### src/design/ray_rectangle_intersect_defines.svh
// Assertion shorthands shared by the design files.
`ifndef RAY_RECTANGLE_INTERSECT_DEFINES_SVH
`define RAY_RECTANGLE_INTERSECT_DEFINES_SVH

// Check a property on every rising edge outside reset.
`define RRI_ASSERT(lbl, ck, rn, prop, msg) \
    lbl: assert property (@(posedge ck) disable iff (!rn) prop) \
        else $error(msg);

// Check that a condition never occurs outside reset.
`define RRI_ASSERT_NEVER(lbl, ck, rn, cond, msg) \
    `RRI_ASSERT(lbl, ck, rn, !(cond), msg)

`endif

### src/design/rri_pkg.sv
package rri_pkg;

    localparam int COORD_WIDTH_DEF   = 20;
    localparam int FRACTION_BITS_DEF = 8;

    // distance is unsigned Q16.16
    localparam int DIST_W    = 32;
    localparam int DIST_FRAC = 16;
    localparam int MIN_W     = 16;

    localparam int QUEUE_DEPTH = 4;

    localparam int REG_IDX_W = 3;
    localparam logic [REG_IDX_W-1:0] REG_CORNER  = 3'd0;
    localparam logic [REG_IDX_W-1:0] REG_EDGE_A  = 3'd1;
    localparam logic [REG_IDX_W-1:0] REG_EDGE_B  = 3'd2;
    localparam logic [REG_IDX_W-1:0] REG_NORMAL  = 3'd3;
    localparam logic [REG_IDX_W-1:0] REG_MIN     = 3'd4;
    localparam logic [REG_IDX_W-1:0] REG_SHADOWS = 3'd5;

    localparam logic [MIN_W-1:0] MIN_DIST_RST = 16'd66;

    typedef struct packed {
        logic vld;
        logic shadow;
        logic miss;
    } rri_tag_t;

endpackage

### src/design/rri_queue.sv
`include "ray_rectangle_intersect_defines.svh"

module rri_queue
    import rri_pkg::*;
#(
    parameter int WIDTH = 8,
    parameter int DEPTH = QUEUE_DEPTH
)(
    input  logic                     clk,
    input  logic                     rst_n,
    input  logic                     push,
    input  logic [WIDTH-1:0]         push_data,
    output logic                     pop_vld,
    output logic [WIDTH-1:0]         pop_data,
    output logic [$clog2(DEPTH):0]   count
);

    localparam int PTR_W = $clog2(DEPTH);
    localparam int CNT_W = PTR_W + 1;

    logic [WIDTH-1:0] slot_reg [DEPTH];
    logic [PTR_W-1:0] wr_ptr_reg;
    logic [PTR_W-1:0] wr_ptr_next;
    logic [PTR_W-1:0] rd_ptr_reg;
    logic [PTR_W-1:0] rd_ptr_next;
    logic [CNT_W-1:0] count_reg;
    logic [CNT_W-1:0] count_next;
    logic             pop;

    // the back end never stalls: drain the head every cycle it holds a beat
    assign pop      = (count_reg != '0);
    assign pop_vld  = pop;
    assign pop_data = slot_reg[rd_ptr_reg];
    assign count    = count_reg;

    always_comb
    begin
        wr_ptr_next = wr_ptr_reg;
        rd_ptr_next = rd_ptr_reg;
        if (push)
        begin
            wr_ptr_next = (wr_ptr_reg == PTR_W'(DEPTH - 1)) ? '0 : wr_ptr_reg + 1'b1;
        end
        if (pop)
        begin
            rd_ptr_next = (rd_ptr_reg == PTR_W'(DEPTH - 1)) ? '0 : rd_ptr_reg + 1'b1;
        end
        count_next = count_reg + CNT_W'(push) - CNT_W'(pop);
    end

    always_ff @(posedge clk or negedge rst_n)
    begin
        if (!rst_n)
        begin
            wr_ptr_reg <= '0;
            rd_ptr_reg <= '0;
            count_reg  <= '0;
        end
        else
        begin
            wr_ptr_reg <= wr_ptr_next;
            rd_ptr_reg <= rd_ptr_next;
            count_reg  <= count_next;
        end
    end

    always_ff @(posedge clk)
    begin
        if (push)
        begin
            slot_reg[wr_ptr_reg] <= push_data;
        end
    end

    `RRI_ASSERT(a_q_no_overflow, clk, rst_n, push |-> (int'(count_reg) < DEPTH || pop), "queue overflow")

endmodule

### config.mk
export PLATFORM = sky130hd
export DESIGN_NAME = rri_queue
export DESIGN_NICKNAME = d
export VERILOG_FILES = /design/src/design/rri_pkg.sv /design/src/design/rri_queue.sv
export VERILOG_INCLUDE_DIRS = /design/src /design/src/design
export SDC_FILE = /design/constraint.sdc
export NUM_CORES = 1
export LEC_CHECK = 0
export BUFFER_PORTS_ARGS = -buffer_cell sky130_fd_sc_hd__buf_2
export CORE_ASPECT_RATIO = 0.7
export CORE_MARGIN = 3
export CORE_UTILIZATION = 55
export CTS_BUF_LIST = sky130_fd_sc_hd__clkbuf_2 sky130_fd_sc_hd__clkbuf_4 sky130_fd_sc_hd__clkbuf_8
export DETAILED_ROUTE_END_ITERATION = 10
export MAX_ROUTING_LAYER = met4
export PLACE_DENSITY = 0.77
export SETUP_SLACK_MARGIN = 0.02
export SLEW_MARGIN = 5
export SYNTH_ARGS = -nofsm -noshare
export SYNTH_HDL_FRONTEND = slang
export SYNTH_SLANG_ARGS = --single-unit
### constraint.sdc
create_clock -name clk -period 3.35 [get_ports clk]
set_clock_uncertainty 0.05 [all_clocks]
set_input_delay 0.67 -clock clk [delete_from_list [all_inputs] [get_ports clk]]
set_output_delay 0.67 -clock clk [all_outputs]
set_load 0.01 [all_outputs]
[Word-level counts from Yosys, hierarchy flattened]
Memory sizes are Yosys's and may differ from the RTL's.
Index checks and enable logic that the tools add are counted.
Cells by class
  add/subtract/negate cells: 4
  multipliers: 0
  div/mod/pow operators: 0
  $lt $le $gt $ge: 0
  equal/unequal tests: 2
  shifts and indexed selects: 0
  muxes and demuxes: 4
  bitwise gates (word level): 0
  reductions and logical operators: 1
Operators by type and width (count)
  adder 2 x 1 -> 2 bit (second input constant): 2
  equality test 2 bit (second input constant): 2
  two-way mux 2 bit: 2
  adder 3 x 1 -> 3 bit: 1
  nonzero test 3 bit: 1
  subtractor 3 x 1 -> 3 bit: 1
  two-way mux 1 bit: 2
Storage, ports and cells
  flip-flop bits (word level): 7
  bits in latches: 0
  bits in writable memories: 32
  bits in read-only memories: 0
  input port bits: 11
  word-level logic and storage cells: 15
  memories kept: 1
Memories
  slot_reg: depth 4, width 8, rd ports 1, clocked after Yosys merged registers in 0, wr ports 1, RTL line rri_queue.sv:21  | logic [WIDTH-1:0] slot_reg [DEPTH];

[Depth between registers and ports, before layout]
  word-level depth: 2
  mapped depth: 8

[Least setup slack after synthesis]
Ideal clock, no wire load.
  kind: register to register
  from: register count_reg[1], in the netlist count[1]
  to: register count_reg[2], in the netlist count[2]
  setup time: 0.125 ns
  arrival: 1.988 ns
  required time: 3.175 ns
  setup slack: 1.186 ns
  cell stages (with the launch flop): 9
  buffers on the path: 0
  period minus slack after synthesis: 2.164 ns
  cells stage by stage: dfrtp_1 > or3_4 > ha_1 > inv_1 > ha_1 > inv_1 > fa_1 > xnor2_1 > xnor2_1
On the way
  cells in the longest elaborated chain, start to end: 2
  elaborated cells between the ends (all ways): 3
  those cells by class: add/sub: 2; reduce/logical: 1
RTL lines
  start: declaration: RTL line rri_queue.sv:26  | logic [CNT_W-1:0] count_reg;
  start signal: assignment: RTL line rri_queue.sv:63  | count_reg <= count_next;
  nonzero test 3 bit: RTL line rri_queue.sv:31  | assign pop = (count_reg != '0);
  net pop_vld: RTL line rri_queue.sv:13  | output logic pop_vld,
  subtractor 3 x 1 -> 3 bit: RTL line rri_queue.sv:48  | count_next = count_reg + CNT_W'(push) - CNT_W'(pop);
  net count_next[2]: RTL line rri_queue.sv:27  | logic [CNT_W-1:0] count_next;
The timed path passes the listed nets, and every way through them passes these cells.
A chain may end at the register's enable or synchronous reset.

[Final worst setup path]
  from: register rd_ptr_reg[0]
  to: output pop_data[1]
On the way
  cells in the longest elaborated chain, start to end: 1
RTL lines
  start: declaration: RTL line rri_queue.sv:24  | logic [PTR_W-1:0] rd_ptr_reg;
  start signal: assignment: RTL line rri_queue.sv:62  | rd_ptr_reg <= rd_ptr_next;
  memory read (4 x 8 bit)
  end: declaration: RTL line rri_queue.sv:14  | output logic [WIDTH-1:0] pop_data,
Every way passes these cells.

==> flow_metrics.tcl <==
set metrics [dict create \
    dieArea_mm2 0.00353 \
    synth.avg_cell_area_um2 20.3 \
    timing.final.ws_setup_ns 0.863 \
    post_cts_buffers 0 \
    ir_worst_vdd_v 0.000415 \
    fmax_ghz 0.402 \
    crit_type "reg -> out" \
    drive_gt1_frac 0.381 \
    maxSlewHeadroom 0.588 \
    postCtsResizedCells 0 \
    layout_common_cells "32 x edfxtp_1, 22 x buf_2, 8 x mux4_2, 7 x ha_1, 7 x dfrtp_1" \
    cp_slowest_cell "dfrtp_1" \
    slowest_delay_ns 0.74 \
    hold_path.class "in -> async" \
    pin_count 23 \
    fin_nets 123 \
    vias 770 \
    largest_reg_flops 32 \
    portBuffers 22 \
    finalSetupViolations 0 \
    min_period_ns 2.49 \
    htree_levels 2 \
    cts_tree "yes" \
    worstPathArrival_ns 1.77 \
    initial_core_util 0.604 \
    die_w_um 69.8 \
    tightest_slew_ns 0.619 \
    yosysWarnings 0 \
    syn2layout_area_growth_pct 14.5 \
    drc 0 \
    power.density_mw_per_mm2 868 \
    synth-seq-area-share 0.726 \
    grt_pass1_wl_um 4210 \
    antennaDiodeCount 0 \
    drt_iter0_drc 41 \
    outcome "finished clean" \
    placedInstanceArea_mm2 0.00171 \
    grtUsageTotal 0.173 \
    maxCapViolCount 0 \
    mostFrequentLayoutCell "edfxtp_1" \
    drtAntennaViolNets 0 \
    dpl.cell_count 131 \
    place_congestion 0.698 \
    vias_per_cell 5.54 \
    final_util 0.692 \
    drt-total-wl_um 2560 \
    synth_area_mm2 0.00157 \
    grt_overflow 0 \
    antenna_found_initial 0 \
    finalCritPeriodShare 0.742 \
    numCtsBuffers 5 \
    grt_pass1_vias 854 \
    crit_chain "mux4_2 > buf_2" \
    stdcell_count 139 \
    synth_top_area_frac 0.614 \
    ctsLongestPathBuffers 2 \
    die_y_um 50.6 \
    grt_max_degree 12 \
    core_mm2 0.00259 \
    yosysTopAreaCell "edfxtp_1" \
    leakage_nw 0.690 \
    wire_per_inst_um 18.4 \
    synth_nets 96 \
    tns_ns 0 \
    start_kind "register" \
    slew_violations 0 \
    critPathCaptureType "primary output" \
    multiInputGateArea_um2 398 \
    seq_area_mm2 0.00114 \
    dp_hpwl_um 1810 \
    clock_latency_ns 0.28 \
    root_buffer "clkbuf_8" \
    row_count 15 \
    place_ws_ns 1.08 \
    stdcell_area_mm2 0.00179 \
    nFillCells 181 \
    synth_seq_cells 39 \
    path_clk_slew_ns 0.07 \
    syn_inst 77 \
    crit_required_ns 2.63 \
    clkSinkCount 39 \
    ys_types 16 \
    hold_viol_final 0 \
    crit_path_max_fanout 11 \
    rsz0062_at_grt "no" \
    synth_area_leaders "edfxtp_1 61%, mux4_2 12%, dfrtp_1 11%, ha_1 5.6%, mux2_4 1.9%" \
    hold_buffers 0 \
    first_pass_iters 4 \
]
==> worst max-delay path: cells and delay by family, from the launching register on <==
kind	cells	cell delay (ns)
DFF	1	0.74
muxes	1	0.59
buffers and inverters	1	0.16
==> cell families (layout without fill, tap and decap cells) <==
logic type | Yosys count | after routing | synth area share
flops | 39 | 39 | 0.726
simple gates | 8 | 8 | 0.0336
buf+inv | 8 | 36 | 0.0200
xor+xnor | 2 | 2 | 0.0112
compound gates | 2 | 2 | 0.00640
mux | 10 | 10 | 0.134
fa+ha+maj | 8 | 8 | 0.0687
==> layout make-up <==
class | instances | share of cell area
Sequential cell | 39 | 0.634
Multi-Input combinational cell | 30 | 0.222
Timing Repair Buffer | 22 | 0.0614
Clock buffer | 6 | 0.0426
Tap cell | 34 | 0.0237
Inverter | 6 | 0.0126
Clock inverter | 2 | 0.00419
==> report_power, final <==
part | internal, W | switching, W | leakage (nW)
Combinational | 0.000277 | 0.000234 | 0.270
Sequential | 0.000642 | 0.000106 | 0.377
Clock | 0.000150 | 0.000147 | 0.0437
==> final timing paths <==
path	start	end	slack, ns	depth (start not counted)
max	rd_ptr_reg[0]$_DFFE_PN0N_	pop_data[1]	0.86	2
min	rst_n	wr_ptr_reg[1]$_DFFE_PN0P_	0.16	1
max reg2reg	count[1]$_DFF_PN0_	count[2]$_DFF_PN0_	1.09	8
min reg2reg	count[2]$_DFF_PN0_	count[2]$_DFF_PN0_	0.48	1
max in group asynchronous	rst_n	rd_ptr_reg[1]$_DFFE_PN0N_	2.92	1
min in group clk	count[2]$_DFF_PN0_	count[2]$_DFF_PN0_	0.48	1
==> synth_stat cells <==
library cell and count:
fa_1 1, buf_2 1, xnor2_1 2, ha_1 7
dfrtp_1 7, mux2_4 2, clkbuf_1 1, mux4_2 8
nor2_1 1, inv_1 6, edfxtp_1 32, o21ai_0 2
and2_1 4, or3_4 1, or3b_2 1, nand2_1 1
==> per-stage QoR <==
stage,hold slack (ns),power (W)
final,0.161,0.00156
after global routing,0.159,0.00166
after CTS,0.154,0.00157
after detailed placement,0.464,0.00128
after global placement,0.448,0.00124
after floorplan,0.324,0.00109
==> layer usage <==
| metal | track usage | vias to the layer above | part of all wire |
|---|---|---|---|
| met3 | 0.0420 | 3 | 0.049 |
| met1 | 0.204 | 398 | 0.41 |
| met2 | 0.292 | 21 | 0.53 |
| li1 | - | 348 | - |
| met4 | 0.0669 | 0 | 0.0074 |
| met5 | - | - | 0 |
Note: power is estimated with default switching activity, not from simulation.
